$ cat src/hdl/apr_pkg.sv
`timescale 1ns / 1ps

package apr_pkg;

   // FRAMES must be a multiple of CELL_FRAMES, with at least two cells.
   localparam int FRAMES      = 64;
   localparam int PAGE_BITS   = 16;
   localparam int AGE_BITS    = 16;
   localparam int CELL_FRAMES = 8;
   localparam int CELLS       = FRAMES / CELL_FRAMES;

   localparam int IDX_W      = $clog2(FRAMES);
   localparam int FCNT_W     = $clog2(FRAMES + 1);
   localparam int CELL_IDX_W = $clog2(CELL_FRAMES);
   localparam int CELL_ID_W  = $clog2(CELLS);

   localparam int PAGE_W     = 16;
   localparam int FIU_W      = 7;
   localparam int ILEN_W     = 16;
   localparam int SLOT_W     = 6;
   localparam int FAULT_W    = 16;
   localparam int CSR_IDX_W  = 1;
   localparam int CSR_DATA_W = 16;
   localparam int RSP_DATA_W = 24;

   localparam logic [FIU_W-1:0]    FIU_RESET  = 7'd64;
   localparam logic [ILEN_W-1:0]   ILEN_RESET = 16'd1000;
   localparam logic [FAULT_W-1:0]  FAULT_MAX  = '1;
   localparam logic [AGE_BITS-1:0] AGE_TOP    = {1'b1, {(AGE_BITS-1){1'b0}}};

   typedef enum logic [CSR_IDX_W-1:0] {
      CSR_FRAMES_IN_USE,
      CSR_INTERVAL_LENGTH
   } csr_idx_type;

   typedef enum logic [0:0] {
      ST_IDLE,
      ST_SCAN
   } state_type;

   // Running search result handed from cell to cell.
   typedef struct packed {
      logic                hit;
      logic [IDX_W-1:0]    hit_idx;
      logic                free_found;
      logic [IDX_W-1:0]    free_idx;
      logic                min_found;
      logic [AGE_BITS-1:0] min_age;
      logic [IDX_W-1:0]    min_idx;
   } scan_rec_type;

   localparam scan_rec_type REC_INIT = '0;

   typedef struct packed {
      logic shift;
      logic flush;
   } cell_ctl_type;

   typedef struct packed {
      logic                 we;
      logic                 hit;
      logic [IDX_W-1:0]     slot;
      logic [PAGE_BITS-1:0] tag;
   } commit_type;

   typedef struct packed {
      logic               iend;
      logic [FAULT_W-1:0] fault_count;
      logic [SLOT_W-1:0]  frame_slot;
      logic               hit;
   } rsp_type;

   function automatic logic [FCNT_W-1:0] active_frames(logic [FIU_W-1:0] v);
      if (v == '0) begin
         return FCNT_W'(1);
      end
      if (int'(v) > FRAMES) begin
         return FCNT_W'(FRAMES);
      end
      return FCNT_W'(v);
   endfunction

endpackage

$ cat src/hdl/apr_ctrl.sv
`timescale 1ns / 1ps

module apr_ctrl (
   input  logic                               clock,
   input  logic                               reset,
   input  logic                               req_tvalid,
   output logic                               req_tready,
   input  logic [apr_pkg::PAGE_W-1:0]         req_page,
   output logic                               rsp_tvalid,
   input  logic                               rsp_tready,
   output apr_pkg::rsp_type                   rsp_data,
   input  logic                               csr_we,
   input  logic [apr_pkg::CSR_IDX_W-1:0]      csr_index,
   input  logic [apr_pkg::CSR_DATA_W-1:0]     csr_wdata,
   output apr_pkg::cell_ctl_type              cell_ctl,
   output apr_pkg::commit_type                commit,
   output logic [apr_pkg::PAGE_BITS-1:0]      query_tag,
   output logic [apr_pkg::FCNT_W-1:0]         active_n,
   output logic                               head_tok,
   input  logic                               tail_tok,
   input  apr_pkg::scan_rec_type              tail_rec
);
   import apr_pkg::*;

   state_type            state_ff, state_in;
   logic [FIU_W-1:0]     fiu_ff, fiu_in;
   logic [ILEN_W-1:0]    ilen_ff, ilen_in;
   logic [FCNT_W-1:0]    free_ff, free_in;
   logic [FAULT_W-1:0]   faults_ff, faults_in;
   logic [ILEN_W-1:0]    pos_ff, pos_in;
   logic [PAGE_BITS-1:0] tag_ff, tag_in;
   logic                 start_ff;
   logic                 rsp_valid_ff, rsp_valid_in;
   rsp_type              rsp_ff, rsp_in;

   logic                 accept;
   logic                 flush;
   logic                 use_free;
   logic [IDX_W-1:0]     slot;
   logic [FAULT_W-1:0]   faults_bump;
   logic [ILEN_W-1:0]    len_eff;
   logic [ILEN_W:0]      pos_next;
   logic                 closes;

   always_comb begin
      state_in = state_ff;
      case (state_ff)
         ST_IDLE: begin
            if (accept) state_in = ST_SCAN;
         end
         ST_SCAN: begin
            if (tail_tok) state_in = ST_IDLE;
         end
         default: begin
            state_in = ST_IDLE;
         end
      endcase
   end

   // Output slot must be empty or draining before a new request starts.
   always_comb begin
      case (state_ff)
         ST_IDLE: begin
            req_tready = !rsp_valid_ff || rsp_tready;
         end
         default: begin
            req_tready = 1'b0;
         end
      endcase
   end

   assign accept = req_tvalid && req_tready;
   assign flush  = csr_we && csr_index == CSR_FRAMES_IN_USE;

   always_comb begin
      use_free    = (free_ff != '0) && tail_rec.free_found;
      slot        = tail_rec.hit ? tail_rec.hit_idx :
                    use_free     ? tail_rec.free_idx : tail_rec.min_idx;
      faults_bump = (!tail_rec.hit && faults_ff != FAULT_MAX) ?
                    faults_ff + 1'b1 : faults_ff;
      len_eff     = (ilen_ff == '0) ? ILEN_W'(1) : ilen_ff;
      pos_next    = {1'b0, pos_ff} + 1'b1;
      closes      = pos_next >= {1'b0, len_eff};
   end

   always_comb begin
      fiu_in       = fiu_ff;
      ilen_in      = ilen_ff;
      free_in      = free_ff;
      faults_in    = faults_ff;
      pos_in       = pos_ff;
      tag_in       = accept ? req_page[PAGE_BITS-1:0] : tag_ff;
      rsp_valid_in = rsp_valid_ff && !rsp_tready;
      rsp_in       = rsp_ff;

      if (flush) begin
         fiu_in  = csr_wdata[FIU_W-1:0];
         free_in = active_frames(csr_wdata[FIU_W-1:0]);
      end
      if (csr_we && csr_index == CSR_INTERVAL_LENGTH) begin
         ilen_in = csr_wdata[ILEN_W-1:0];
      end

      if (tail_tok) begin
         if (!tail_rec.hit && free_ff != '0) free_in = free_ff - 1'b1;
         faults_in              = closes ? '0 : faults_bump;
         pos_in                 = closes ? '0 : pos_next[ILEN_W-1:0];
         rsp_valid_in           = 1'b1;
         rsp_in.hit             = tail_rec.hit;
         rsp_in.frame_slot      = SLOT_W'(slot);
         rsp_in.fault_count     = faults_bump;
         rsp_in.iend            = closes;
      end
   end

   always_ff @(posedge clock) begin
      if (reset) begin
         state_ff     <= ST_IDLE;
         fiu_ff       <= FIU_RESET;
         ilen_ff      <= ILEN_RESET;
         free_ff      <= active_frames(FIU_RESET);
         faults_ff    <= '0;
         pos_ff       <= '0;
         start_ff     <= 1'b0;
         rsp_valid_ff <= 1'b0;
      end else begin
         state_ff     <= state_in;
         fiu_ff       <= fiu_in;
         ilen_ff      <= ilen_in;
         free_ff      <= free_in;
         faults_ff    <= faults_in;
         pos_ff       <= pos_in;
         start_ff     <= accept;
         rsp_valid_ff <= rsp_valid_in;
      end
   end

   always_ff @(posedge clock) begin
      tag_ff <= tag_in;
      rsp_ff <= rsp_in;
   end

   // Ages shift at the accept edge so the scan sees post-shift values.
   assign cell_ctl.shift = accept;
   assign cell_ctl.flush = flush;
   assign commit.we      = tail_tok;
   assign commit.hit     = tail_rec.hit;
   assign commit.slot    = slot;
   assign commit.tag     = tag_ff;
   assign query_tag      = tag_ff;
   assign active_n       = active_frames(fiu_ff);
   assign head_tok       = start_ff;
   assign rsp_tvalid     = rsp_valid_ff;
   assign rsp_data       = rsp_ff;

endmodule

$ cat config.mk
export PLATFORM = sky130hd
export DESIGN_NAME = apr_ctrl
export DESIGN_NICKNAME = d
export VERILOG_FILES = /design/src/hdl/apr_pkg.sv /design/src/hdl/apr_ctrl.sv
export SDC_FILE = /design/constraint.sdc
export NUM_CORES = 1
export LEC_CHECK = 0
export BUFFER_PORTS_ARGS = -buffer_cell sky130_fd_sc_hd__buf_2
export CAP_MARGIN = 25
export CORE_ASPECT_RATIO = 0.8
export CORE_MARGIN = 1
export CORE_UTILIZATION = 56
export CTS_BUF_LIST = sky130_fd_sc_hd__clkbuf_16
export CTS_CLUSTER_DIAMETER = 120
export CTS_CLUSTER_SIZE = 20
export DETAILED_ROUTE_END_ITERATION = 7
export PLACE_DENSITY = 0.87
export SLEW_MARGIN = 0
export SYNTH_ARGS = -nofsm -noshare
export SYNTH_HDL_FRONTEND = slang
export SYNTH_SLANG_ARGS = --single-unit
export TNS_END_PERCENT = 100
$ cat constraint.sdc
create_clock -name clock -period 5.4 [get_ports clock]
set_clock_uncertainty 0.15 [all_clocks]
set_input_delay 1.08 -clock clock [delete_from_list [all_inputs] [get_ports clock]]
set_output_delay 1.08 -clock clock [all_outputs]
set_load 0.005 [all_outputs]
Word level (Yosys, flattened, before mapping)
Index checks and enable logic that the tools add are counted.
- magnitude comparators: 3
- multiplexer cells: 30
- reduce and logical (&&, ||, !) cells: 15
- bitwise logic cells: 2
- add/sub/neg operators: 3
- equality and inequality tests: 1
- operators by type and width (operator ; number):
    7-bit 2-to-1 mux ; 11
    16-bit 2-to-1 mux ; 4
    16-bit by 1-bit adder with 17-bit output (second input constant) ; 1
    17-bit by 16-bit >= comparator with 1-bit output ; 1
    16-bit by 1-bit adder with 16-bit output (second input constant) ; 1
    16-bit logical NOT ; 1
    16-bit != test (second input constant) ; 1
    7-bit greater-than comparator (second input constant) ; 2
    7-bit logical NOT ; 2
    1-bit 2-to-1 mux ; 12
    6-bit 2-to-1 mux ; 2
    1-bit logical AND ; 7
    7-bit nonzero test ; 1
    7-bit by 1-bit subtractor with 7-bit output (second input constant) ; 1
    1-bit logical NOT ; 3
    1-bit NOT ; 2
    1-bit case mux with 2 select lines ; 1
    1-bit logical OR ; 1
- logic and storage cells: 67
- output and inout port bits: 76
- input port bits: 76
- register bits: 105

Longest topological paths before layout
- word-level depth: 10
- depth in mapped cells: 15
- gate-level depth less buffers: 12

Worst setup path before layout
OpenSTA, ideal clock, no wires.
- kind: register to register
- from: register pos_ff[2]
- to: register faults_ff[1]
- clock period less this slack: 3201 ps
- buffers on the path: 2
- stages on the path, launching flop included: 15
- library setup time: 117 ps
- data required time: 5133 ps
- setup slack: 2199 ps
- arrival: 2934 ps
- path through: dfxtp_1 > nand3_1 > nor2_1 > nand3_1 > nor2_1 > xor2_1 > ha_1 > nand3_1 > nor4_2 > and2b_1 > nor4_4 > and2_1 > buf_4 > buf_6 > a22o_1
- word-level cells in the longest chain between the ends: 3
- RTL lines (what ; line ; RTL):
    from (decl) ; apr_ctrl.sv:30 ; logic [ILEN_W-1:0] pos_ff, pos_in;
    from (signal assigned) ; apr_ctrl.sv:132 ; pos_ff <= pos_in;
    16-bit by 1-bit adder with 17-bit output ; apr_ctrl.sv:82 ; pos_next = {1'b0, pos_ff} + 1'b1;
    17-bit by 16-bit >= comparator with 1-bit output ; apr_ctrl.sv:83 ; closes = pos_next >= {1'b0, len_eff};
    16-bit 2-to-1 mux ; apr_ctrl.sv:106 ; faults_in = closes ? '0 : faults_bump;
    to (signal assigned) ; apr_ctrl.sv:131 ; faults_ff <= faults_in;
    to (decl) ; apr_ctrl.sv:29 ; logic [FAULT_W-1:0] faults_ff, faults_in;
Every way passes these cells.
A chain may end at the register's enable or synchronous reset.

Final worst setup path
- from: register pos_ff[2]
- to: register faults_ff[4]
The elaborated chain is that of the path after synthesis.

==> flow_summary.toml <==
[layout]
nets = 764
diodes = 0
final_util_pct = 67.59
synthToLayoutAreaGrowth_pct = 16.71
drive_gt1_share_pct = 24.52
stdcell_count = 788

[critical_path]
required_ns = 5.54
worstPathArrival_ns = 4.53
cp-start-kind = "register"
cp-end-kind = "register"
crit_fanout = 26
criticalPathCategory = "register to register"

[routing]
route.vias.total = 4550
ant_nets = 0
dr.pass1.iters = 6
wire_per_inst_microns = 16.14
drc = 0
drt_first_iter_violations = 312
wirelength_microns = 12720
via_per_inst = 5.774

[die]
core-area_sq_mm = 0.009076
ios = 152
fp.dieH_microns = 88.66
start_util_pct = 57.91
dieArea_sq_mm = 0.009780
die_w_microns = 110.3
placementRows = 31

[power_and_ir_drop]
internal-power_mw = 1.322
seqPwrFrac_pct = 50.8
ir_drop_v = 0.0001543
clock_power_share_pct = 37.4
power.leakage_nw = 2.613
p_sw_mw = 0.4431
powerDensity_mw_per_mm2 = 287.6
pwr-share-comb_pct = 11.8
p_sw_share_pct = 25.11

[cts]
cts_setup_buffers = 0
clk_pin_slew_ns = 0.07
cts_buffer_depth = 2
root_buffer = "clkbuf_16"
cts_made_buffers = 9
cts_tree = "done"
worstSkewPairLatency_ns = 0.34
hold_buffers = 0
htree_levels = 3
cts.sinks = 105
cts_resized = 0

[yosys]
synth_area_leader_cell = "dfxtp_1"
synth_seq_cells = 105
synth_area_sq_mm = 0.005256
synth_area_per_cell_sq_um = 9.287
ys_warn_count = 0
synth_flop_cell = "dfxtp_1"
yosysUniqueCellTypes = 56
syn_nets = 662
synth-edff-count = 40
synthCells = 566
synth_most_common_cell = "nand2_1"
synth_area_leaders = "dfxtp_1, edfxtp_1, nand2_1"
synth_top_area_share_pct = 24.76
synthTopCellsByCount = "nand2_1, dfxtp_1, edfxtp_1"
async_flop_share_pct = 0
seq_area_frac_synth_pct = 47.61

[place]
portBuffers = 134
dp_hpwl_microns = 9294
gp_congestion = 0.8439
dp_slack_ns = 1.116
numPlacedInstances = 772

[timing]
drv_slew = 0
post-route-period-util_pct = 81.39
setup_violations = 0
whs_ns = 0.3164
relSlewSlack_pct = 46.67
tightest_slew_ns = 0.7938
fin_setup_tns_ns = 0
fmax_mhz = 227.5
period_needed_ns = 4.395
hold_violations = 0
rsz0062_at_grt = "no"
setup_slack_ns = 1.005

[global_route]
grt_pass1_wl_microns = 19880
gr-usage-all-layers_pct = 26.51
grt_pass1_vias = 4228
antenna_found_initial = 0
grt_max_degree = 37
grt_overflow = 0

[worst_hold_path]
min_path_type = "register to register"

[flow_run]
maxCapViolations = 0

[status]
status = "finished, final reports clean"
-- cells by family (layout without fill, tap and decap cells) --
logic type	Yosys count	count (layout)	synth area share (%)
AOI/OAI and AO/OA	101	101	13.04
xor gates and xnor gates	25	25	4.166
adders and majority gates	20	20	4.761
buffers and inverters	74	181	7.093
DFF	105	105	47.61
muxes	7	7	1.357
and+or+nand+nor	234	234	21.97
-- cells in the final DEF (no fill, tap or decap), drive strengths merged, types with 3 or more instances in the layout --
| master | instances |
|---|---|
| a31oi | 9 |
| nand4b | 3 |
| and4 | 4 |
| clkinv | 3 |
| buf | 137 |
| dfxtp | 65 |
| xor2 | 6 |
| nand2 | 94 |
| nor4 | 6 |
| o21ai | 17 |
| a21oi | 29 |
| a22o | 15 |
| nand3b | 7 |
| xnor2 | 19 |
| clkbuf | 9 |
| nand3 | 32 |
| ha | 20 |
| nor2b | 9 |
| nor3b | 3 |
| nor3 | 10 |
| nand4 | 9 |
| inv | 30 |
| and3 | 4 |
| nor2 | 38 |
| or3 | 3 |
| mux2i | 6 |
| edfxtp | 40 |
| and2 | 3 |
| nand2b | 5 |
| o211ai | 15 |
-- per-stage QoR --
step           cell area [sq um]  total power [mW]
3_5_place_dp                5828             1.120
4_1_cts                     6130             1.770
6_report                    6135             1.765
2_1_floorplan               5256             1.035
5_1_grt                     6135             1.834
3_3_place_gp                5828             1.107
-- final cells by class --
class                           count  area (sq um)
Sequential cell                   105          2502
Inverter                           28         105.1
Fill cell                         688          2942
Multi-Input combinational cell    387          2389
Tap cell                          115         143.9
Clock inverter                      7         76.32
Clock buffer                        9         225.2
Timing Repair Buffer              137         693.2
-- routing by layer --
layer  up-vias  routed length, microns  GRT usage, %
met2       185                    6477         46.58
met3        25                     782         4.639
li1       2182                       -             -
met1      2158                    5217         31.81
met5         -                       0             0
met4         0                     242         12.08
-- sequential cells by signal, indices dropped and copies added, names as in the netlist --
name and cells:
rsp_tvalid 1, state_ff 1, pos_ff 16, rsp_data 24, free_ff 7, fiu_ff 7, query_tag 16, ilen_ff 16
head_tok 1, faults_ff 16
-- power groups by stage --
stage	clock network, mW	logic [mW]	registers (mW)
3_5_place_dp	0	0.206	0.914
6_report	0.660	0.208	0.897
3_3_place_gp	0	0.195	0.911
4_1_cts	0.665	0.208	0.897
2_1_floorplan	0	0.123	0.912
5_1_grt	0.696	0.236	0.902
-- worst paths after layout --
check	start	end	slack, ns	depth (start not counted)
worst max-delay path	pos_ff[2]	faults_ff[4]	1.01	12
worst min-delay path	fiu_ff[0]	fiu_ff[0]	0.32	2
worst max register to register	pos_ff[2]	faults_ff[4]	1.01	12
worst min register to register	fiu_ff[0]	fiu_ff[0]	0.32	2
-- worst max-delay path, stage by stage, from the launching register on --
cell,delay [ns]
dfxtp_1,0.44
nand3_1,0.27
nor2_1,0.27
nand3_1,0.22
nor2_1,0.23
xor2_1,0.19
ha_1,0.26
nand3_1,0.16
nor3_1,0.07
or4_4,0.50
a41oi_4,0.65
and2_1,0.65
a22o_1,0.25
Power figures use the tool's default switching activity.
