File: config.mk
export PLATFORM = sky130hd
export DESIGN_NAME = apr_cell
export DESIGN_NICKNAME = d
export VERILOG_FILES = /design/src/hdl/apr_pkg.sv /design/src/hdl/apr_cell.sv
export SDC_FILE = /design/constraint.sdc
export NUM_CORES = 1
export LEC_CHECK = 0
export ABC_CLOCK_PERIOD_IN_PS = 46100
export BUFFER_PORTS_ARGS = -buffer_cell sky130_fd_sc_hd__buf_4
export CORE_MARGIN = 10
export CORE_UTILIZATION = 50
export CTS_CLUSTER_SIZE = 25
export DETAILED_ROUTE_END_ITERATION = 16
export HOLD_SLACK_MARGIN = 0.08
export PLACE_DENSITY_LB_ADDON = 0.15
export SLEW_MARGIN = 25
export SYNTH_ARGS = -nofsm -noshare
export SYNTH_HDL_FRONTEND = slang
export SYNTH_SLANG_ARGS = --single-unit
File: constraint.sdc
create_clock -name clock -period 46.1 [get_ports clock]
set_clock_uncertainty 0.05 [all_clocks]
set_input_delay 4.61 -clock clock [delete_from_list [all_inputs] [get_ports clock]]
set_output_delay 4.61 -clock clock [all_outputs]
set_load 0.02 [all_outputs]
File: src/hdl/apr_pkg.sv
`timescale 1ns / 1ps

package apr_pkg;

   // FRAMES must be a multiple of CELL_FRAMES, with at least two cells.
   localparam int FRAMES      = 64;
   localparam int PAGE_BITS   = 16;
   localparam int AGE_BITS    = 16;
   localparam int CELL_FRAMES = 8;
   localparam int CELLS       = FRAMES / CELL_FRAMES;

   localparam int IDX_W      = $clog2(FRAMES);
   localparam int FCNT_W     = $clog2(FRAMES + 1);
   localparam int CELL_IDX_W = $clog2(CELL_FRAMES);
   localparam int CELL_ID_W  = $clog2(CELLS);

   localparam int PAGE_W     = 16;
   localparam int FIU_W      = 7;
   localparam int ILEN_W     = 16;
   localparam int SLOT_W     = 6;
   localparam int FAULT_W    = 16;
   localparam int CSR_IDX_W  = 1;
   localparam int CSR_DATA_W = 16;
   localparam int RSP_DATA_W = 24;

   localparam logic [FIU_W-1:0]    FIU_RESET  = 7'd64;
   localparam logic [ILEN_W-1:0]   ILEN_RESET = 16'd1000;
   localparam logic [FAULT_W-1:0]  FAULT_MAX  = '1;
   localparam logic [AGE_BITS-1:0] AGE_TOP    = {1'b1, {(AGE_BITS-1){1'b0}}};

   typedef enum logic [CSR_IDX_W-1:0] {
      CSR_FRAMES_IN_USE,
      CSR_INTERVAL_LENGTH
   } csr_idx_type;

   typedef enum logic [0:0] {
      ST_IDLE,
      ST_SCAN
   } state_type;

   // Running search result handed from cell to cell.
   typedef struct packed {
      logic                hit;
      logic [IDX_W-1:0]    hit_idx;
      logic                free_found;
      logic [IDX_W-1:0]    free_idx;
      logic                min_found;
      logic [AGE_BITS-1:0] min_age;
      logic [IDX_W-1:0]    min_idx;
   } scan_rec_type;

   localparam scan_rec_type REC_INIT = '0;

   typedef struct packed {
      logic shift;
      logic flush;
   } cell_ctl_type;

   typedef struct packed {
      logic                 we;
      logic                 hit;
      logic [IDX_W-1:0]     slot;
      logic [PAGE_BITS-1:0] tag;
   } commit_type;

   typedef struct packed {
      logic               iend;
      logic [FAULT_W-1:0] fault_count;
      logic [SLOT_W-1:0]  frame_slot;
      logic               hit;
   } rsp_type;

   function automatic logic [FCNT_W-1:0] active_frames(logic [FIU_W-1:0] v);
      if (v == '0) begin
         return FCNT_W'(1);
      end
      if (int'(v) > FRAMES) begin
         return FCNT_W'(FRAMES);
      end
      return FCNT_W'(v);
   endfunction

endpackage

File: src/hdl/apr_cell.sv
`timescale 1ns / 1ps

module apr_cell (
   input  logic                               clock,
   input  logic                               reset,
   input  logic [apr_pkg::CELL_ID_W-1:0]      cell_id,
   input  apr_pkg::cell_ctl_type              ctl,
   input  apr_pkg::commit_type                commit,
   input  logic [apr_pkg::PAGE_BITS-1:0]      query_tag,
   input  logic [apr_pkg::FCNT_W-1:0]         active_n,
   input  logic                               up_tok,
   input  apr_pkg::scan_rec_type              up_rec,
   output logic                               dn_tok,
   output apr_pkg::scan_rec_type              dn_rec
);
   import apr_pkg::*;

   logic [PAGE_BITS-1:0] tag_ff   [CELL_FRAMES];
   logic [PAGE_BITS-1:0] tag_in   [CELL_FRAMES];
   logic                 valid_ff [CELL_FRAMES];
   logic                 valid_in [CELL_FRAMES];
   logic [AGE_BITS-1:0]  age_ff   [CELL_FRAMES];
   logic [AGE_BITS-1:0]  age_in   [CELL_FRAMES];
   logic [IDX_W-1:0]     frame_idx[CELL_FRAMES];
   logic                 tok_ff;
   scan_rec_type         rec_ff;
   scan_rec_type         rec_in;

   always_comb begin
      for (int j = 0; j < CELL_FRAMES; j++) begin
         frame_idx[j] = {cell_id, CELL_IDX_W'(j)};
      end
   end

   // Scan this cell's frames in index order; earlier cells already won ties.
   always_comb begin
      logic in_range;
      rec_in   = up_rec;
      in_range = 1'b0;
      for (int j = 0; j < CELL_FRAMES; j++) begin
         in_range = FCNT_W'(frame_idx[j]) < active_n;
         if (in_range) begin
            if (valid_ff[j] && tag_ff[j] == query_tag && !rec_in.hit) begin
               rec_in.hit     = 1'b1;
               rec_in.hit_idx = frame_idx[j];
            end
            if (!valid_ff[j] && !rec_in.free_found) begin
               rec_in.free_found = 1'b1;
               rec_in.free_idx   = frame_idx[j];
            end
            if (!rec_in.min_found || age_ff[j] < rec_in.min_age) begin
               rec_in.min_found = 1'b1;
               rec_in.min_age   = age_ff[j];
               rec_in.min_idx   = frame_idx[j];
            end
         end
      end
   end

   always_comb begin
      for (int j = 0; j < CELL_FRAMES; j++) begin
         tag_in[j]   = tag_ff[j];
         valid_in[j] = valid_ff[j];
         age_in[j]   = age_ff[j];
         if (ctl.flush) begin
            valid_in[j] = 1'b0;
            age_in[j]   = '0;
         end else if (ctl.shift) begin
            age_in[j] = age_ff[j] >> 1;
         end else if (commit.we && commit.slot == frame_idx[j]) begin
            if (commit.hit) begin
               age_in[j] = age_ff[j] | AGE_TOP;
            end else begin
               tag_in[j]   = commit.tag;
               valid_in[j] = 1'b1;
               age_in[j]   = AGE_TOP;
            end
         end
      end
   end

   always_ff @(posedge clock) begin
      if (reset) begin
         for (int j = 0; j < CELL_FRAMES; j++) begin
            valid_ff[j] <= 1'b0;
            age_ff[j]   <= '0;
         end
         tok_ff <= 1'b0;
      end else begin
         for (int j = 0; j < CELL_FRAMES; j++) begin
            valid_ff[j] <= valid_in[j];
            age_ff[j]   <= age_in[j];
         end
         tok_ff <= up_tok;
      end
   end

   always_ff @(posedge clock) begin
      for (int j = 0; j < CELL_FRAMES; j++) begin
         tag_ff[j] <= tag_in[j];
      end
      rec_ff <= rec_in;
   end

   assign dn_tok = tok_ff;
   assign dn_rec = rec_ff;

endmodule

Word-level counts from Yosys, hierarchy flattened
Memory sizes are Yosys's and may differ from the RTL's.
Cells that the tools add are included.
{ "word_totals": {"reg_bits": 38, "in_bits": 92, "latchBits": 0, "output_inout_bits": 38, "rom_bits": 0, "n_memories": 3, "wordCells": 278, "ramBits": 264} }
{ "memory_table": {"columns": ["name", "words", "width", "rd", "rd_clocked_by_memory_dff", "write_ports", "line", "text"], "rows": [
  ["age_ff", 8, 16, 8, 0, 8, "apr_cell.sv:22", "logic [AGE_BITS-1:0] age_ff [CELL_FRAMES];"],
  ["tag_ff", 8, 16, 8, 0, 8, "apr_cell.sv:18", "logic [PAGE_BITS-1:0] tag_ff [CELL_FRAMES];"],
  ["valid_ff", 8, 1, 8, 0, 8, "apr_cell.sv:20", "logic valid_ff [CELL_FRAMES];"]
]} }
{ "op_classes": {"n_shift": 0, "n_reduce_logical": 72, "n_bitwise": 16, "magnitude_cmp": 16, "eq_ne": 16, "mul": 0, "div": 0, "addsub": 0, "muxes": 147} }
{ "op_table": {"columns": ["cell", "count"], "rows": [
  ["2-to-1 mux 16 bit", 64],
  ["2-to-1 mux 37 bit", 8],
  ["2-to-1 mux 23 bit", 8],
  ["equality test 16 bit", 8],
  ["< comparator 16 bit", 8],
  ["2-to-1 mux 15 bit", 8],
  ["2-to-1 mux 7 bit", 16],
  ["< comparator 6 x 7 -> 1 bit", 8],
  ["equality test 6 bit", 8],
  ["2-to-1 mux 1 bit", 43],
  ["logical AND 1 bit", 32],
  ["zero test 1 bit", 32],
  ["OR 1 bit", 16],
  ["logical OR 1 bit", 8]
]} }

Depth between registers and ports, before layout
Gate-level depths: netlist of the first run.
An unclocked memory read counts as a cell.
{ "logic_depth": {"ltp_word": 34, "ltp_mapped": 117, "depth_no_buf": 105} }

Worst setup path after synthesis of the first run
Ideal clock, no wire load.
{ "synth_timing": {"kind": "input to register", "from": "in up_rec[21] (netlist bit)", "to": "reg rec_ff (netlist bit dn_rec[3])", "path_slack_ns": 22.484, "path_buffers": 12, "path_stages": 111, "setup_ns": 0.123, "required_time_ns": 45.927, "arrival_time_ns": 23.443, "cell_sequence": "inv_1 ha_1 nand4_1 or3_1 a221o_1 a31oi_4 buf_4 buf_1 mux2i_1 ha_1 nand4_1 nor3_1 nand3_1 or4_1 o311ai_2 or2_0 clkbuf_1 clkbuf_1 [75 not listed] mux2i_1 ha_1 a21oi_1 nor2b_1 o21ai_0 nand2b_1 a21oi_1 nor2b_1 o21ai_0 nand2b_1 a21oi_1 nor2_1 nor3_1 and3_1 a41o_1 a31oi_4 and4_1 mux2_1"} }
{ "synth_lines": {"columns": ["item", "line", "text"], "rows": [
  ["from (decl)", "apr_cell.sv:12", "input apr_pkg::scan_rec_type up_rec,"],
  ["to (signal assigned)", "apr_cell.sv:102", "rec_ff <= rec_in;"],
  ["to (decl)", "apr_cell.sv:26", "scan_rec_type rec_ff;"]
]} }

==> summary.md, run 1 <==
| Metric | Value |
|---|---|
| Run status | finished, final reports clean |
| Total GRT Usage | a little over a fifth |
| GPL Wtd Cong | 0.923 |
| Max Cap Violations | 0 |
| Logic pwr share | between 30% and 40% |
| Post-synth EDFFs | ~130 |
| Fillers | 2801 |
| Share of cells above drive strength 1 | between 10% and 20% |
| Register area share after synthesis | 44.9% |
| Vias in the first global route | 12745 |
| Post_cts resized | 0 |
| Ranking of synthesized cells by area | edfxtp_1 (24%), dfxtp_1 (21%), ha_1 (8.8%) |
| Element type at the critical path start | primary input |
| Synth unique cells | 75 |
| Vias | approximately 13000 |
| Uppermost layer routed | met5 |
| Fin. Hold Viols | 0 |
| Die width | roughly 200 um |
| Post-Layout Cell Count | roughly 2300 |
| Routed wl met2 | around 22000 um |
| Global-route wire length before repair | around 71000 um |
| Initial Utilization | 50.4% |
| Die height | about 200 um |
| Crit path largest cell delay | ~0.82 ns |
| Post-DP Area | approximately 18000 um2 |
| Critical Path RT | 46.46 ns |
| Initial antenna violation count | 2 |
| Final instance area | between 15000 and 20000 um2 |
| H-tree depth | 2 |
| P_leak | ~7.4 nW |
| Synth area leader | edfxtp_1 |
| Share of the synthesized area in the top cell type | a little under a quarter |
| Most frequent cells after synthesis | nor2_1 (241), dfxtp_1 (174), edfxtp_1 (128), a21oi_1 (122), a22oi_1 (121) |
| Crit-path max FO | 34 |
| DR WL/cell | around 20 um |
| Flop-to-flop setup slack | about 25 ns |
| Number of setup violations in the final report | 0 |
| Peak supply drop | around 37 uV |
| Netlist Area Pre-Place | 16300 um2 |
| Wl on met1 | slightly below 20000 um |
| Root buffer cell | clkbuf_16 |
| Worst Hold Class | reg2reg |
| Crit share post-route | between 50% and 60% |
| Ys flop type | dfxtp_1 |
| Hold bufs inserted after CTS | 0 |
| Detailed Place HPWL | about 34000 um |
| Power Total | about 840 uW |
| CTS Buffer Depth | 3 |
| Antenna Nets Post-Route | 0 |
| Cell Pwr Density | ~45 nW/um2 |
| Length of the first detailed-routing pass in iterations | 5 |
| Initial DRC count | 1083 |
| Psw | around 290 uW |
| Mapped Nets | about 1900 |
| Metal3 WL | roughly 2800 um |
| CP Class | in2reg |
| Clk pwr share | between 30 and 40% |
| Critical path's most frequent cell | a21oi_1 |
| Yosys warning count | 0 |
| Internal | 554 uW |
| Core Area | ~32000 um2 |
| Setup TNS | 0 ns |
| TritonCTS Buffers | 35 |
| Max-slew violations | 0 |
| Flops & latches, synth | between 300 and 400 |
| Worst-skew pair later-pin latency | about 0.54 ns |
| Io pins | 130 |
| Fin nets | slightly above 2000 |
| DRC viols | 0 |
| Actual slew at the worst max-slew pin | ~0.99 ns |
| Syn Area/Cell | 9.54 um2 |
| Crit. End Element | flip-flop |
| Gate Count Post-Synth | 1711 |
| Sw Share | around a third |
| Reg clk slew, reported paths | about 0.060 ns |
| Slew margin rel. | approximately a third |
| DIE AREA | about 40000 um2 |
| Slowest stage cell, crit path | a31oi_4 |
| Antenna Cells | 0 |
| Area Growth Syn to Fin | 15.6% |
| Min Tclk post-route | about 25 ns |
| Pin count of the biggest net entering global routing | a little under 90 |
| Flop pwr share | roughly 35% |
| RSZ-0062 raised after global routing | false |
| Fin util | 58.3% |
| Row count | 66 |
| Port Buffers | 129 |
| Hold Slack | between 0.4 and 0.5 ns |
| GR Overflow Total | 0 |
| CTS tree | built |
| Async SR Flop Fraction | 0% |
| Worst slack at placement | 20.14 ns |
| Setup ws final | a little over 20 ns |
| Vias/cell | 5.74 |
| Cells after DPL | between 2000 and 2500 |
| WL final | between 40000 and 50000 um |
| Cell with the most instances after synthesis | nor2_1 |
| Sink Count | ~300 |
| Worst EP arrival | 25.80 ns |
| Max Fclk | slightly below 0.04 GHz |
| # Post-CTS Setup Buffers | 0 |
-- cell type report --
cell class / count / area (um2) / share of cell area [%]
Sequential cell: 302 / 7330 / 38.8
Inverter: 108 / 405 / 2.15
Clock inverter: 17 / 203 / 1.07
Clock buffer: 46 / 957 / 5.07
Timing Repair Buffer: 149 / 1120 / 5.93
Tap cell: 442 / 553 / 2.93
Multi-Input combinational cell: 1221 / 8310 / 44.0
-- layout by cell type (no fill, tap or decap), types with 5 or more instances in the layout --
| master | instances |
|---|---|
| edfxtp_1 | 128 |
| clkinv_2 | 6 |
| mux2_2 | 23 |
| a21o_1 | 16 |
| or2_2 | 6 |
| ha_1 | 115 |
| clkbuf_1 | 7 |
| a21oi_1 | 120 |
| a31oi_1 | 6 |
| nand2b_1 | 19 |
| xor2_1 | 106 |
| xnor2_1 | 27 |
| or3_1 | 13 |
| o22ai_1 | 7 |
| nor2b_1 | 20 |
| nor3_1 | 29 |
| nand3_1 | 16 |
| a22oi_1 | 121 |
| nor2_1 | 241 |
| nor4_1 | 26 |
| dfxtp_1 | 174 |
| inv_1 | 108 |
| nand4_1 | 35 |
| mux2i_1 | 32 |
| o21ai_0 | 66 |
| clkbuf_16 | 35 |
| buf_4 | 149 |
| a211oi_1 | 5 |
| and2_1 | 8 |
| and3_1 | 7 |
| nand2_1 | 74 |
-- worst max-delay path, delay by kind of cell --
kind | cells | cell delay, ns
compound gates | 46 | 9.22
fa+ha+maj | 8 | 2.42
buf+inv | 8 | 1.07
mux | 4 | 1.47
simple gates | 39 | 6.91
-- state kept, by name, summed over array words and instances, names as in the netlist --
name	cells
age_ff	128
tag_ff	128
dn_rec	37
valid_ff	8
dn_tok	1
-- final timing paths --
kind | to | startpoint | cells after the start
min reg2reg | dn_rec[8] | age_ff[1][50] | 2
max | dn_rec[3] | cell_id[1] | 105
max reg2reg | dn_rec[3] | age_ff[0][15] | 104
min | dn_rec[8] | age_ff[1][50] | 2
-- kinds of logic after synthesis --
family	synth area share, %
simple gates	14.5
compound gates	16.2
flops	44.9
buf+inv	4.41
xor+xnor	7.13
fa+ha+maj	9.01
mux	3.85
-- power by group through the flow --
stage / combinational, mW / clock [mW] / sequential [mW]
floorplan: 0.188 / 0 / 0.305
global placement: 0.268 / 0 / 0.296
detailed placement: 0.270 / 0 / 0.296
CTS: 0.272 / 0.282 / 0.291
global route: 0.300 / 0.292 / 0.291
finish: 0.274 / 0.276 / 0.291
-- routing by layer --
layer	up-vias	GRT usage (%)
met4	4	6.52
met3	76	3.61
met2	389	36.7
met1	6283	28.3
met5	-	0
li1	6360	-
No activity file was read; power rests on OpenSTA's default activity.
==> inputs of run 2 (changes only) <==
--- a/config.mk
+++ b/config.mk
@@ -5,7 +5,7 @@
 export SDC_FILE = /design/constraint.sdc
 export NUM_CORES = 1
 export LEC_CHECK = 0
-export ABC_CLOCK_PERIOD_IN_PS = 46100
+export ABC_CLOCK_PERIOD_IN_PS = 26300
 export BUFFER_PORTS_ARGS = -buffer_cell sky130_fd_sc_hd__buf_4
 export CORE_MARGIN = 10
 export CORE_UTILIZATION = 50
==> constraint.sdc (replaced) <==
create_clock -name clock -period 26.3 [get_ports clock]
set_clock_uncertainty 0.05 [all_clocks]
set_input_delay 2.63 -clock clock [delete_from_list [all_inputs] [get_ports clock]]
set_output_delay 2.63 -clock clock [all_outputs]
set_load 0.02 [all_outputs]
==> run 2 against run 1 <==
Against the previous run: clock power grew 78%; flip-flop and latch count is the same; global-route usage grew 0.48 points; worst setup slack lost 18 ns; largest power group unchanged; critical path depth shrank 1; combinational power grew 76%; register-to-register slack lost 20 ns; critical endpoint is now dn_rec[5].
==> summary.md, run 2 (synthesized netlist as in run 1, its figures left out) <==
| Metric | Value |
|---|---|
| Run status | finished, final reports clean (unchanged) |
| Final instance area | 18900 um2 (about the same) |
| Pin count of the biggest net entering global routing | 89 (was 87) |
| H-tree depth | 2 (unchanged) |
| Worst hold endpoint | valid_ff[0][1] (was dn_rec[8]) |
| Vias | 13139 (was 13112) |
| Die height | 201 um (unchanged) |
| Worst slack at placement | 2.37 ns (was 20.14 ns) |
| Critical path's most frequent cell | a21oi_1 (unchanged) |
| Crit-path max FO | 34 (unchanged) |
| P_leak | 7.35 nW (was 7.36 nW) |
| Cell Pwr Density | 78.4 nW/um2 (was 44.5 nW/um2) |
| R2r startpoint | age_ff[0][15] (unchanged) |
| Global-route wire length before repair | 72300 um (was 70600 um) |
| Max Fclk | approximately 0.042 GHz |
| Min-delay src | valid_ff[0][1] (was age_ff[1][50]) |
| Length of the first detailed-routing pass in iterations | 5 (unchanged) |
| Initial DRC count | 892 (was 1083) |
| CTS tree | built (unchanged) |
| CTS Buffer Depth | 3 (unchanged) |
| Post_cts resized | 0 (unchanged) |
| Most common cell after layout, fill and taps aside | nor2_1 (unchanged) |
| CP Class | in2reg (unchanged) |
| Area Growth Syn to Fin | 15.6% (about the same) |
| Top delay family on crit path | compound AO/OA/AOI/OAI gates (unchanged) |
| Vias in the first global route | 12911 (was 12745) |
| Worst Hold Class | reg2reg (unchanged) |
| # Post-CTS Setup Buffers | 0 (unchanged) |
| Port Buffers | 129 (unchanged) |
| RSZ-0062 raised after global routing | false (unchanged) |
| Reg2reg path depth | 103 (was 104) |
| Initial Utilization | 50.4% (unchanged) |
| Setup TNS | 0 ns (unchanged) |
| Vias/cell | 5.76 (was 5.74) |
| Crit. End Element | flip-flop (unchanged) |
| Reg2Reg Capture Point | dn_rec[5] (was dn_rec[3]) |
| Antenna Nets Post-Route | 0 (unchanged) |
| Sink Count | 302 (unchanged) |
| Root buffer cell | clkbuf_16 (unchanged) |
| Flop-to-flop setup slack | 4.65 ns (was 24.68 ns) |
| Cells after DPL | 2221 (was 2222) |
| Min Tclk post-route | 23.57 ns |
| Most frequent cells in the layout | nor2_1 (241), dfxtp_1 (174), buf_4 (148) (was nor2_1 (241), dfxtp_1 (174), buf_4 (149)) |
| Peak supply drop | 90.0 uV (was 37.3 uV) |
| Initial antenna violation count | 2 (unchanged) |
| Critical Path RT | 26.66 ns (was 46.46 ns) |
| Worst path bufs/invs | 8 (unchanged) |
| DRC viols | 0 (unchanged) |
| Slowest stage cell, crit path | a31oi_4 (unchanged) |
| Crit path largest cell delay | 0.83 ns (was 0.82 ns) |
| WHS Path Cells | 2 (unchanged) |
| Max Cap Violations | 0 (unchanged) |
| Post-DP Area | 17700 um2 (about the same) |
| Slew margin rel. | 33.5% (was 34.1%) |
| Row count | 66 (unchanged) |
| DR WL/cell | 20.2 um (was 19.9 um) |
| Max-slew violations | 0 (unchanged) |
| Crit share post-route | 89.6% |
| Antenna Cells | 0 (unchanged) |
| Total GRT Usage | 22.3% (was 21.8%) |
| Core Area | 32400 um2 (unchanged) |
| Detailed Place HPWL | 34000 um (was 33800 um) |
| WL final | 46100 um (was 45500 um) |
| Hold bufs inserted after CTS | 0 (unchanged) |
| Element type at the critical path start | primary input (unchanged) |
| Setup ws final | 2.73 ns (was 20.66 ns) |
| Worst-skew pair later-pin latency | 0.54 ns (about the same) |
| GPL Wtd Cong | 0.905 (was 0.923) |
| Reg clk slew, reported paths | 0.06 ns (about the same) |
| Actual slew at the worst max-slew pin | 0.997 ns (was 0.988 ns) |
| Worst EP arrival | 23.93 ns (was 25.80 ns) |
| TritonCTS Buffers | 34 (was 35) |
| Number of setup violations in the final report | 0 (unchanged) |
| Fin. Hold Viols | 0 (unchanged) |
| GR Overflow Total | 0 (unchanged) |
| Io pins | 130 (unchanged) |
| Share of cells above drive strength 1 | 13.7% (was 13.8%) |
| Die width | 201 um (unchanged) |
| DIE AREA | 40300 um2 (unchanged) |
| Post-Layout Cell Count | 2283 (was 2285) |
| Fin nets | 2022 (was 2024) |
[run 2: changes by cell type in the layout (fill, tap and decap cells not counted), sizes merged]
cell / change
buf: -1
inv: +1
clkinvlp: -1
clkbuf: +3
clkinv: -4
[run 2: through the flow]
stage,util (%),total power [mW],hold WS [ns]
3_5_place_dp,54.7,0.993,0.445
5_1_grt,58.3,1.56,0.490
2_1_floorplan,-,0.865,0.409
3_3_place_gp,54.7,0.990,0.437
6_report,58.3,1.48,0.469
4_1_cts,58.3,1.49,0.460
[run 2: layout make-up]
type / instances / area (um2)
Clock inverter: 13 / 180
Sequential cell: 302 / 7330
Fill cell: 2873 / 13500
Tap cell: 442 / 553
Inverter: 108 / 405
Clock buffer: 49 / 978
Timing Repair Buffer: 148 / 1110
Multi-Input combinational cell: 1221 / 8320
[run 2: how the worst max path moves through the flow]
stage,cells past startpoint,endpoint,startpoint,slack [ns]
6_report,104,dn_rec[5],cell_id[1],2.73
5_1_grt,106,dn_rec[5],cell_id[1],0.66
4_1_cts,101,dn_rec[4],cell_id[1],2.85
3_5_place_dp,101,dn_rec[4],cell_id[1],2.37
3_3_place_gp,102,dn_rec[3],cell_id[1],2.94
2_1_floorplan,111,dn_rec[3],up_rec[21],4.66
[run 2: power breakdown]
group          total [mW]  internal (mW)  leakage, nW  switching [mW]
clock               0.490          0.292        0.566           0.198
combinational       0.481          0.177         4.23           0.303
sequential          0.509          0.505         2.56         0.00399
total                1.48          0.974         7.35           0.506
[run 2: layer usage]
| metal | routed length [um] | GRT usage (%) |
|---|---|---|
| met5 | 29 | 0 |
| met4 | 1330 | 7.36 |
| met1 | 20200 | 29.0 |
| met2 | 21900 | 36.8 |
| met3 | 2740 | 3.94 |
[run 2: worst reg2reg max path, delay by kind of cell, from the launching register on]
family                   cells  cell delay [ns]
AO/OA/AOI/OAI               47             9.61
AND/OR/NAND/NOR             37             6.50
flip-flops                   1             0.37
adder cells (fa/ha/maj)      8             2.46
buffers and inverters        7             0.93
multiplexers                 4             1.57
==> inputs of run 3 (changes only) <==
--- a/config.mk
+++ b/config.mk
@@ -5,7 +5,6 @@
 export SDC_FILE = /design/constraint.sdc
 export NUM_CORES = 1
 export LEC_CHECK = 0
-export ABC_CLOCK_PERIOD_IN_PS = 26300
 export BUFFER_PORTS_ARGS = -buffer_cell sky130_fd_sc_hd__buf_4
 export CORE_MARGIN = 10
 export CORE_UTILIZATION = 50
@@ -13,6 +12,7 @@
 export DETAILED_ROUTE_END_ITERATION = 16
 export HOLD_SLACK_MARGIN = 0.08
 export PLACE_DENSITY_LB_ADDON = 0.15
+export RECOVER_POWER = 50
 export SLEW_MARGIN = 25
 export SYNTH_ARGS = -nofsm -noshare
 export SYNTH_HDL_FRONTEND = slang
==> constraint.sdc (replaced) <==
create_clock -name clock -period 24 [get_ports clock]
set_clock_uncertainty 0.05 [all_clocks]
set_input_delay 2.4 -clock clock [delete_from_list [all_inputs] [get_ports clock]]
set_output_delay 2.4 -clock clock [all_outputs]
set_load 0.02 [all_outputs]
==> run 3 against run 2 <==
Against the previous run: hold slack got worse by 0.014 ns; register-to-register slack got worse by 0.76 ns; die area unchanged; via count increased by 0.13%; sequential share of layout area grew 0.23 points; count of clock-buffer cells in the layout grew 1; largest power group unchanged; highest routed layer unchanged.
==> summary.md, run 3 (synthesized netlist as in run 1, its figures left out) <==
| Metric | Value |
|---|---|
| Cell Pwr Density | 88.2 nW/um2 (was 78.4 nW/um2) |
| Min Tclk post-route | approximately 22 ns |
| Max-slew violations | 0 (unchanged) |
| DIE AREA | 40300 um2 (unchanged) |
| Fin. Hold Viols | 0 (unchanged) |
| R2r startpoint | age_ff[0][15] (unchanged) |
| GPL Wtd Cong | 0.909 (was 0.905) |
| Wl on met1 | 20400 um (was 20200 um) |
| RSZ-0062 raised after global routing | false (unchanged) |
| Reg clk slew, reported paths | 0.06 ns (about the same) |
| Worst EP arrival | 22.17 ns (was 23.93 ns) |
| WL final | 46300 um (was 46100 um) |
| Share of cells above drive strength 1 | 11.1% (was 13.7%) |
| Total GRT Usage | 22.2% (was 22.3%) |
| Most frequent cells in the layout | nor2_1 (241), dfxtp_1 (174), edfxtp_1 (128) (was nor2_1 (241), dfxtp_1 (174), buf_4 (148)) |
| Initial antenna violation count | 3 (was 2) |
| Vias/cell | 5.73 (was 5.76) |
| Max Cap Violations | 0 (unchanged) |
| Uppermost layer routed | met5 (unchanged) |
| Element type at the critical path start | primary input (unchanged) |
| Crit share post-route | between 90% and 100% |
| Run status | finished, final reports clean (unchanged) |
| Worst-skew pair later-pin latency | 0.52 ns (was 0.54 ns) |
| Core Area | 32400 um2 (unchanged) |
| Hold Slack | 0.455 ns (was 0.469 ns) |
| Metal3 WL | 2530 um (was 2740 um) |
| Routed wl met2 | 22400 um (was 21900 um) |
| Crit. End Element | flip-flop (unchanged) |
| Number of setup violations in the final report | 0 (unchanged) |
| GR Overflow Total | 0 (unchanged) |
| P_leak | 7.19 nW (was 7.35 nW) |
| Crit path largest cell delay | 0.71 ns (was 0.83 ns) |
| Area Growth Syn to Fin | 14.9% (was 15.6%) |
| CTS Buffer Depth | 3 (unchanged) |
| Antenna Cells | 0 (unchanged) |
| Slowest stage cell, crit path | a31oi_4 (unchanged) |
| Critical Path Start | cell_id[1] (unchanged) |
| Antenna Nets Post-Route | 0 (unchanged) |
| Slew margin rel. | 6.83% (was 33.5%) |
| Io pins | 130 (unchanged) |
| Critical Path Sink | dn_rec[3] (was dn_rec[5]) |
| Peak supply drop | 75.1 uV (was 90.0 uV) |
| Max Fclk | about 0.046 GHz |
| CP Class | in2reg (unchanged) |
| Row count | 66 (unchanged) |
| TritonCTS Buffers | 35 (was 34) |
| Setup TNS | 0 ns (unchanged) |
| Sink Count | 302 (unchanged) |
| CTS tree | built (unchanged) |
| Fin nets | 2033 (was 2022) |
| Pin count of the biggest net entering global routing | 83 (was 89) |
| Critical Path RT | 24.36 ns (was 26.66 ns) |
| Worst Hold Class | reg2reg (unchanged) |
| Most common cell after layout, fill and taps aside | nor2_1 (unchanged) |
| H-tree depth | 2 (unchanged) |
| Vias | 13156 (was 13139) |
| Initial DRC count | 1009 (was 892) |
| Vias in the first global route | 12780 (was 12911) |
| Reg2Reg Capture Point | dn_rec[3] (was dn_rec[5]) |
| Global-route wire length before repair | 72300 um (about the same) |
| Length of the first detailed-routing pass in iterations | 7 (was 5) |
| Die width | 201 um (unchanged) |
| DR WL/cell | 20.2 um (about the same) |
| Detailed Place HPWL | 33900 um (was 34000 um) |
| Initial Utilization | 50.4% (unchanged) |
| Actual slew at the worst max-slew pin | 1.40 ns (was 0.997 ns) |
| Root buffer cell | clkbuf_16 (unchanged) |
| Crit-path max FO | 34 (unchanged) |
| Reg2reg path depth | 97 (was 103) |
| Port Buffers | 129 (unchanged) |
| DRC viols | 0 (unchanged) |
| Die height | 201 um (unchanged) |
| Flop-to-flop setup slack | 3.89 ns (was 4.65 ns) |
| Critical path's most frequent cell | a21oi_1 (unchanged) |
-- run 3: cell count changes in the layout (fill, tap and decap cells not counted), sizes merged --
cell / before / now
inv: 110 / 109
bufinv: 3 / 4
clkinv: 8 / 9
clkbuf: 49 / 111
buf: 148 / 97
-- run 3: critical path: cells and delay by family --
family / cells / cell delay, ns
AO/OA/AOI/OAI: 38 / 8.14
adder cells (fa/ha/maj): 8 / 2.34
buffers and inverters: 12 / 1.80
multiplexers: 4 / 1.41
AND/OR/NAND/NOR: 36 / 6.00
-- run 3: cell type report --
class | count | area, um2
Fill cell | 2877 | 13600
Multi-Input combinational cell | 1221 | 8330
Sequential cell | 302 | 7330
Clock buffer | 50 | 972
Timing Repair Buffer | 158 | 961
Tap cell | 442 | 553
Inverter | 108 | 405
Clock inverter | 14 | 210
-- run 3: worst min path at each step --
stage,to,slack (ns),cells after the start,startpoint
2_1_floorplan,dn_rec[8],0.41,2,age_ff[1][50]
3_5_place_dp,age_ff[0][48],0.44,2,age_ff[0][48]
3_3_place_gp,age_ff[0][48],0.43,2,age_ff[0][48]
4_1_cts,age_ff[0][48],0.46,2,age_ff[0][48]
6_report,age_ff[0][48],0.45,2,age_ff[0][48]
5_1_grt,dn_rec[8],0.48,2,age_ff[1][50]
-- run 3: stage by stage --
| stage | cell area [um2] | total power [mW] | std cells | util, % | worst slack (ns) |
|---|---|---|---|---|---|
| floorplan | 16300 | 0.948 | 1711 | - | 2.59 |
| global placement | 17700 | 1.09 | 2224 | 54.7 | 0.873 |
| detailed placement | 17700 | 1.09 | 2224 | 54.8 | 0.138 |
| CTS | 18900 | 1.64 | 2288 | 58.4 | 0.632 |
| global route | 18800 | 1.74 | 2295 | 58.0 | 0.235 |
| finish | 18800 | 1.65 | 2295 | 58.0 | 2.19 |
-- run 3: metal layers --
metal | up-vias | GRT usage [%]
li1 | 6372 | -
met1 | 6350 | 29.3
met2 | 360 | 37.5
met3 | 68 | 3.28
met4 | 6 | 5.11
met5 | - | 0
-- run 3: power breakdown --
group | switching [mW] | total (mW) | internal [mW] | leakage (nW)
combinational | 0.343 | 0.550 | 0.207 | 4.05
clock | 0.218 | 0.547 | 0.328 | 0.573
sequential | 0.00428 | 0.558 | 0.553 | 2.56
-- run 3: what timing repair did --
action,4_1_cts,5_1_grt
hold endpoints to repair,0,0
setup buffers,0,7
endpoints found under the setup margin,0,22
hold buffers,0,0
gates resized for setup,0,8
